## src/hw/rtl/kmw_pkg.sv

```systemverilog
package kmw_pkg;

    // Table geometry
    localparam int TABLE_ENTRIES = 4096;
    localparam int WEIGHT_BITS   = 48;
    localparam int ADDR_W        = $clog2(TABLE_ENTRIES);

    // Fixed field widths
    localparam int COST_W     = 12;
    localparam int ITEM_WGT_W = 32;
    localparam int OUT_WGT_W  = 48;
    localparam int ACT_W      = 2;

    // Width that holds both a cost field and any table index without wrap
    localparam int CMP_W = ((ADDR_W > COST_W) ? ADDR_W : COST_W) + 1;
    // Width of the candidate weight sum before saturation
    localparam int SUM_W = ((WEIGHT_BITS > ITEM_WGT_W) ? WEIGHT_BITS : ITEM_WGT_W) + 1;

    // Largest finite weight: 2^WEIGHT_BITS - 2
    localparam logic [SUM_W-1:0] WEIGHT_LIMIT =
        {{(SUM_W-WEIGHT_BITS){1'b0}}, {(WEIGHT_BITS-1){1'b1}}, 1'b0};

    localparam logic [COST_W-1:0] MAX_COST_RESET = {COST_W{1'b1}};
    localparam logic [ADDR_W-1:0] LAST_ENTRY     = ADDR_W'(TABLE_ENTRIES - 1);

    // Action codes; the last one doubles as the error kind
    localparam logic [ACT_W-1:0] ACT_ADD   = 2'd0;
    localparam logic [ACT_W-1:0] ACT_READ  = 2'd1;
    localparam logic [ACT_W-1:0] ACT_CLEAR = 2'd2;
    localparam logic [ACT_W-1:0] ACT_BAD   = 2'd3;

    typedef struct packed {
        logic [ACT_W-1:0]      action;
        logic [COST_W-1:0]     item_cost;
        logic [ITEM_WGT_W-1:0] item_weight;
        logic [COST_W-1:0]     read_index;
    } item_t;

    typedef struct packed {
        logic [OUT_WGT_W-1:0] entry_weight;
        logic                 reachable;
        logic [ACT_W-1:0]     done_kind;
    } result_t;

    typedef struct packed {
        logic                   reach;
        logic [WEIGHT_BITS-1:0] weight;
    } entry_t;

    typedef struct packed {
        logic              we;
        logic [ADDR_W-1:0] addr;
        entry_t            data;
    } wr_port_t;

endpackage

```

## src/hw/rtl/kmw_engine.sv

```systemverilog
module kmw_engine
(
    input  logic                       clk,
    input  logic                       rst_n,
    input  logic                       start_accept,
    input  kmw_pkg::item_t             item,
    input  logic [kmw_pkg::CMP_W-1:0]  top_idx,
    output logic                       busy,
    output logic                       done,
    output kmw_pkg::result_t           result,
    output kmw_pkg::wr_port_t          wr,
    output logic [kmw_pkg::ADDR_W-1:0] rd_a_addr,
    output logic [kmw_pkg::ADDR_W-1:0] rd_b_addr,
    input  kmw_pkg::entry_t            rd_a_data,
    input  kmw_pkg::entry_t            rd_b_data
);
    import kmw_pkg::*;

    localparam logic [2:0] ST_IDLE  = 3'd0;
    localparam logic [2:0] ST_CLEAR = 3'd1;
    localparam logic [2:0] ST_SWEEP = 3'd2;
    localparam logic [2:0] ST_DRAIN = 3'd3;
    localparam logic [2:0] ST_READ  = 3'd4;
    localparam logic [2:0] ST_NOP   = 3'd5;

    logic [2:0]            state_reg, state_next;
    logic [ADDR_W-1:0]     cnt_reg, cnt_next;
    logic                  report_reg, report_next;
    logic                  p1_valid_reg, p1_valid_next;
    logic                  p2_valid_reg, p2_valid_next;

    logic [ADDR_W-1:0]     j_reg, j_next;
    logic [ADDR_W-1:0]     cost_reg, cost_next;
    logic [ITEM_WGT_W-1:0] wgt_reg, wgt_next;
    logic [ACT_W-1:0]      kind_reg, kind_next;
    logic                  rd_ok_reg, rd_ok_next;
    logic [ADDR_W-1:0]     p1_addr_reg;
    logic [ADDR_W-1:0]     p2_addr_reg;
    logic [WEIGHT_BITS-1:0] cand_reg, cand_next;
    logic [WEIGHT_BITS-1:0] old_w_reg;
    logic                  old_r_reg;
    logic                  src_r_reg;

    logic [CMP_W-1:0]      cost_cmp;
    logic                  add_ok;
    logic [SUM_W-1:0]      sum;
    logic                  take;

    assign cost_cmp = CMP_W'(item.item_cost);
    assign add_ok   = (cost_cmp != '0) && (cost_cmp <= top_idx);

    // Stage 1: saturating candidate from the predecessor entry
    assign sum       = SUM_W'(rd_b_data.weight) + SUM_W'(wgt_reg);
    assign cand_next = (sum > WEIGHT_LIMIT) ? WEIGHT_BITS'(WEIGHT_LIMIT) : WEIGHT_BITS'(sum);

    // Stage 2: keep the lighter of old and candidate
    assign take = p2_valid_reg && src_r_reg && (!old_r_reg || (cand_reg < old_w_reg));

    assign busy = (state_reg != ST_IDLE);

    assign rd_a_addr = (state_reg == ST_IDLE) ? ADDR_W'(item.read_index) : j_reg;
    assign rd_b_addr = j_reg - cost_reg;

    always_comb
    begin
        state_next    = state_reg;
        cnt_next      = cnt_reg;
        report_next   = report_reg;
        p1_valid_next = 1'b0;
        p2_valid_next = p1_valid_reg;
        j_next        = j_reg;
        cost_next     = cost_reg;
        wgt_next      = wgt_reg;
        kind_next     = kind_reg;
        rd_ok_next    = rd_ok_reg;
        done          = 1'b0;
        result        = '0;
        result.done_kind = kind_reg;
        wr.we         = take;
        wr.addr       = p2_addr_reg;
        wr.data.reach  = 1'b1;
        wr.data.weight = cand_reg;

        unique case (state_reg)
            ST_IDLE:
            begin
                if (start_accept)
                begin
                    kind_next = item.action;
                    unique case (item.action)
                        ACT_ADD:
                        begin
                            j_next     = top_idx[ADDR_W-1:0];
                            cost_next  = cost_cmp[ADDR_W-1:0];
                            wgt_next   = item.item_weight;
                            state_next = add_ok ? ST_SWEEP : ST_NOP;
                        end
                        ACT_READ:
                        begin
                            rd_ok_next = (CMP_W'(item.read_index) <= top_idx);
                            state_next = ST_READ;
                        end
                        ACT_CLEAR:
                        begin
                            cnt_next    = '0;
                            report_next = 1'b1;
                            state_next  = ST_CLEAR;
                        end
                        default:
                        begin
                            state_next = ST_NOP;
                        end
                    endcase
                end
            end
            ST_CLEAR:
            begin
                // Write one entry a cycle; only entry 0 comes back reachable
                wr.we          = 1'b1;
                wr.addr        = cnt_reg;
                wr.data.reach  = (cnt_reg == '0);
                wr.data.weight = '0;
                cnt_next       = cnt_reg + 1'b1;
                if (cnt_reg == LAST_ENTRY)
                begin
                    done       = report_reg;
                    state_next = ST_IDLE;
                end
            end
            ST_SWEEP:
            begin
                p1_valid_next = 1'b1;
                if (j_reg == cost_reg)
                begin
                    state_next = ST_DRAIN;
                end
                else
                begin
                    j_next = j_reg - 1'b1;
                end
            end
            ST_DRAIN:
            begin
                if (!p1_valid_reg && !p2_valid_reg)
                begin
                    done       = 1'b1;
                    state_next = ST_IDLE;
                end
            end
            ST_READ:
            begin
                done = 1'b1;
                if (rd_ok_reg && rd_a_data.reach)
                begin
                    result.entry_weight = OUT_WGT_W'(rd_a_data.weight);
                    result.reachable    = 1'b1;
                end
                state_next = ST_IDLE;
            end
            ST_NOP:
            begin
                done       = 1'b1;
                state_next = ST_IDLE;
            end
            default:
            begin
                state_next = ST_IDLE;
            end
        endcase
    end

    always_ff @(posedge clk or negedge rst_n)
    begin
        if (!rst_n)
        begin
            state_reg    <= ST_CLEAR;
            cnt_reg      <= '0;
            report_reg   <= 1'b0;
            p1_valid_reg <= 1'b0;
            p2_valid_reg <= 1'b0;
        end
        else
        begin
            state_reg    <= state_next;
            cnt_reg      <= cnt_next;
            report_reg   <= report_next;
            p1_valid_reg <= p1_valid_next;
            p2_valid_reg <= p2_valid_next;
        end
    end

    always_ff @(posedge clk)
    begin
        j_reg       <= j_next;
        cost_reg    <= cost_next;
        wgt_reg     <= wgt_next;
        kind_reg    <= kind_next;
        rd_ok_reg   <= rd_ok_next;
        p1_addr_reg <= j_reg;
        p2_addr_reg <= p1_addr_reg;
        cand_reg    <= cand_next;
        old_w_reg   <= rd_a_data.weight;
        old_r_reg   <= rd_a_data.reach;
        src_r_reg   <= rd_b_data.reach;
    end

`ifndef SYNTH
    // Every accepted item makes the engine busy
    a_accept_busy: assert property (@(posedge clk) disable iff (!rst_n)
        start_accept && !busy |=> busy)
        else $error("engine not busy after accepting an item");

    // Finishing an item frees the engine
    a_done_idle: assert property (@(posedge clk) disable iff (!rst_n)
        done |=> !busy)
        else $error("engine still busy after completion");

    // Predecessor read always below the entry being updated: no read-after-write overlap
    a_sweep_order: assert property (@(posedge clk) disable iff (!rst_n)
        state_reg == ST_SWEEP |-> rd_b_addr < rd_a_addr)
        else $error("sweep predecessor not below target entry");

    // Sweep updates never land below the item cost
    a_sweep_floor: assert property (@(posedge clk) disable iff (!rst_n)
        wr.we && state_reg != ST_CLEAR |-> wr.addr >= cost_reg)
        else $error("sweep write below item cost");
`endif

endmodule

```

## config.mk

```make
export PLATFORM = sky130hd
export DESIGN_NAME = kmw_engine
export DESIGN_NICKNAME = d
export VERILOG_FILES = /design/src/hw/rtl/kmw_pkg.sv /design/src/hw/rtl/kmw_engine.sv
export SDC_FILE = /design/constraint.sdc
export NUM_CORES = 1
export LEC_CHECK = 0
export BUFFER_PORTS_ARGS = -buffer_cell sky130_fd_sc_hd__buf_2
export CELL_PAD_IN_SITES_DETAIL_PLACEMENT = 1
export CELL_PAD_IN_SITES_GLOBAL_PLACEMENT = 1
export CORE_ASPECT_RATIO = 0.8
export CORE_MARGIN = 8
export CORE_UTILIZATION = 43
export DETAILED_ROUTE_END_ITERATION = 10
export PLACE_DENSITY_LB_ADDON = 0.08
export SLEW_MARGIN = 30
export SYNTH_ARGS = -nofsm -noshare
export SYNTH_HDL_FRONTEND = slang
export SYNTH_SLANG_ARGS = --single-unit
```

## constraint.sdc

```tcl
create_clock -name clk -period 15.5 [get_ports clk]
set_input_delay 2.325 -clock clk [delete_from_list [all_inputs] [get_ports clk]]
set_output_delay 2.325 -clock clk [all_outputs]
set_load 0.01 [all_outputs]
```

======== Word-level counts from Yosys, hierarchy flattened ========
Cells that the tools add are included.
operators by class
  add/subtract/negate cells ............... 4
  order comparisons ....................... 4
  equal/unequal tests ..................... 16
  mux-type cells .......................... 22
  reduce and logical (&&, ||, !) cells .... 24
operators by type and width
  operator                 count
  $mux W49                 2
  $mux W12                 6
  $mux W62                 1
  $add A48 B32 Y49         1
  $gt A49 B48 Y1 const B   1
  $lt A48 B48 Y1           1
  $pmux W12 S2             2
  $le A12 B13 Y1           2
  $mux W3                  5
  $reduce_bool A13 Y1      1
  $add A12 B1 Y12 const B  1
  $eq A12 B12 Y1           1
  $eq A12 B12 Y1 const B   1
  $logic_not A12 Y1        1
  $pmux W3 S4              1
  $reduce_and A3 Y1        4
  $sub A12 B1 Y12 const B  1
  $sub A12 B12 Y12         1
  $ne A2 B2 Y1 const B     5
  $pmux W3 S3              1
  $reduce_and A4 Y1        2
  $eq A3 B2 Y1 const B     2
  $eq A3 B3 Y1 const B     2
  $logic_and A1 B1 Y1      5
  other kinds (14)         20
storage, ports and cells
  register bits after elaboration ......... 199
  input port bits ......................... 172
  output and inout port bits .............. 139
  word-level logic and storage cells ...... 86

======== Depth between registers and ports, before layout ========
  depth after elaboration ................. 6
  depth in mapped cells ................... 12
  gate-level depth less buffers ........... 12

======== Worst setup path before layout ========
OpenSTA, ideal clock, no wires.
  kind .................................... input to register
  start point ............................. input start_accept
  end point ............................... register cost_reg[0] (enable)
  setup time .............................. 500 ps
  arrival ................................. 5446 ps
  required time ........................... 15000 ps
  slack ................................... 9553 ps
  stages .................................. 2
  buffers on the path ..................... 0
  path through ............................ nand2_1 -> nor3_1
between the ends
  cells in the longest elaborated chain, start to end .. 1
ends and longest elaborated chain
  element                             RTL line           source
  from (decl)                         kmw_engine.sv:5    input logic start_accept,
  $reduce_and A3 Y1 (no source line)  -
  to (signal assigned)                kmw_engine.sv:195  cost_reg <= cost_next;
  to (decl)                           kmw_engine.sv:33   logic [ADDR_W-1:0] cost_reg, cost_next;
Every way passes these cells.
A chain may end at the register's enable or synchronous reset.

==> results.json <==
{
  "end_kind": "output port",
  "cp.arrival_ns": 3.57,
  "hold_slack_ns": 0.3309,
  "syn_inst": 1216,
  "clkLatencyLatePin_ns": 0.45,
  "period_needed_ns": 5.900,
  "finalHoldViolCount": 0,
  "ys_warn_count": 0,
  "dieArea_sq_um": 31850,
  "setup_viol": 0,
  "synthesis.nets": 1507,
  "critPathMaxFanout": 49,
  "initial_utilization_pct": 43.40,
  "cts_max_level": 4,
  "p_seq_share_pct": 37.6,
  "io_buffers": 310,
  "fin_crit_sh_pct": 38.06,
  "die_h_um": 161.2,
  "grt_pass1_vias": 10520,
  "synth-simple-area-share_pct": 20.86,
  "cts_buffers": 17,
  "grt_pass1_wl_um": 59780,
  "vias": 9955,
  "pin_count": 311,
  "multi_input_comb_area_sq_um": 6198,
  "synth_area_leaders": "dfxtp_1 22%, edfxtp_1 16%, ha_1 13%",
  "cpMostUsedCell": "buf_2",
  "slew_headroom_pct": 48.20,
  "async_flop_share_pct": 9.045,
  "core_region_area_sq_um": 26130,
  "power.switching_uw": 719.8,
  "cp.required_ns": 13.18,
  "hpwl_um": 32260,
  "combPwrFrac_pct": 36.7,
  "rsz0062_at_grt": "no",
  "synth_top_family_by_area": "simple AND/OR/NAND/NOR gates",
  "cts_setup_buffers": 0,
  "clock-sinks": 199,
  "yosysMostFrequentCell": "dfxtp_1",
  "p_int_mw": 1.139,
  "drc_errors": 0,
  "tns_ns": 0,
  "fin_cells": 1886,
  "r2r_slack_ns": 11.88,
  "pwr-share-clk_pct": 25.7,
  "crit_type": "primary input to output port",
  "viasPerCell": 5.278,
  "yosysTopAreaCell": "dfxtp_1",
  "synth-seq-cells": 199,
  "routedWlPerCell_um": 20.62,
  "nets": 1805,
  "syn_avg_cell_area_sq_um": 9.324,
  "cts.clk_slew.worst_paths_ns": 0.08,
  "hold_path_class": "register to register",
  "cap_viol_max_count": 0,
  "swShare_pct": 38.73,
  "netlist_area_sq_um": 11340,
  "synth_compound_area_share_pct": 13.03,
  "synth_edf_count": 59,
  "tightestPinTransition_ns": 0.7669,
  "synthAdderAreaFrac_pct": 13.26,
  "yosysTopAreaCellShare_pct": 21.54,
  "grt_antenna_before_repair": 3,
  "grt_usage_pct": 23.93,
  "grt_max_degree": 56,
  "die_w_um": 197.6,
  "fin_worst_skew_ns": 0.01256,
  "status": "finished clean",
  "muxShareOfSynthArea_pct": 2.461,
  "ir_worst_vdd_v": 0.00007629,
  "drtPass1Iterations": 5,
  "crit_chain": "buf_2 -> nand4b_1 -> nor2_4 -> and2_1 -> buf_2",
  "slowest_delay_ns": 0.61,
  "core.rowCount": 53,
  "drt_iter0_drc": 461,
  "seq_area_sq_um": 4666,
  "fillCellCount": 3129,
  "ys.flop_type": "dfxtp_1",
  "synth_cell_types": 68,
  "crit_path_top_delay_cell": "nor2_4",
  "synthTopCellsByCount": "122 x dfxtp_1, 117 x ha_1, 101 x nand2_1, 91 x inv_1, 83 x a21oi_1",
  "post_cts_resized": 0,
  "drive_gt1_share_pct": 26.06,
  "wl_um": 38900,
  "antenna_left": 0,
  "report.final.slew_viol_count": 0,
  "place_congestion": 0.8928,
  "fmaxAchievable_mhz": 169.5,
  "syn_to_final_growth_pct": 22.48,
  "synth_xor_area_share_pct": 4.789,
  "clk_path_buf_depth": 2,
  "dp_cells": 1852,
  "cp-start-kind": "primary input",
  "cts_tree": "yes",
  "ys_seq_area_share_pct": 41.15,
  "p_leak_nw": 6.647,
  "root_buffer": "clkbuf_16",
  "p_per_area_nw_per_um2": 133.8,
  "hold_buffers": 0,
  "grt-ovfl-total": 0
}
per-layer routing:
metal	share of wire [%]	track usage, %
met4	0.94	5.117
met3	6.1	5.115
met2	42	34.93
met1	51	35.55
met5	0.026	0
final timing paths:
check | from | end | cells after the start
worst max-delay path | rd_a_data[48] | result[16] | 5
worst min-delay path | p1_addr_reg[2] | p2_addr_reg[2] | 0
worst max register to register | wgt_reg[0] | cand_reg[0] | 12
worst min register to register | p1_addr_reg[2] | p2_addr_reg[2] | 0
max in group asynchronous | rst_n | state_reg[0] | 1
min in group asynchronous | rst_n | cnt_reg[9] | 1
per-stage QoR:
step	power, mW	worst slack (ns)	util [%]	instance area (sq um)
2_1_floorplan	1.093	9.553	-	11340
3_3_place_gp	1.368	9.378	50.63	13230
3_5_place_dp	1.388	9.568	50.68	13240
4_1_cts	1.871	9.570	53.13	13880
5_1_grt	1.965	9.454	53.15	13890
6_report	1.859	9.600	53.15	13890
logic make-up after synthesis:
family / after synthesis
xor gates and xnor gates: 62
buffers and inverters: 127
DFF: 199
muxes: 25
and+or+nand+nor: 449
adders and majority gates: 119
AOI/OAI and AO/OA: 235
critical path, delay by kind of cell:
kind,cells,cell delay (ns)
AND/OR/NAND/NOR,3,0.99
buffers and inverters,2,0.22
layout make-up:
cell class                      count  area share, %
Timing Repair Buffer              315          11.44
Sequential cell                   199          33.60
Tap cell                          357          3.216
Clock inverter                     14          1.369
Clock buffer                       18          3.244
Inverter                           91          2.460
Antenna cell                        2        0.03604
Multi-Input combinational cell    890          44.63
placed cells by master (no fill, tap or decap), types with 7 or more instances in the layout:
cell type and count:
a211oi_1 13, a21o_1 29, a21oi_1 83, and2_1 51, buf_2 310, clkbuf_16 18
dfrtp_1 17, dfxtp_1 122, edfxtp_1 59, ha_1 117, inv_1 91, mux2_2 23
nand2_1 101, nand2b_1 9, nand3_1 20, nand4_1 36, nor2_1 79, nor2b_1 62
nor3_1 20, nor4_1 13, o211ai_1 9, o21a_1 7, o21ai_0 47, or2_2 13
or3_1 10, xnor2_1 30, xor2_1 32
power groups by stage:
stage | combinational [mW] | sequential (mW) | clock [mW]
final | 0.682 | 0.699 | 0.477
after global routing | 0.747 | 0.709 | 0.508
after CTS | 0.685 | 0.699 | 0.487
after detailed placement | 0.677 | 0.710 | 0
after global placement | 0.661 | 0.707 | 0
after floorplan | 0.424 | 0.669 | 0
(Power assumes the default switching activity.)
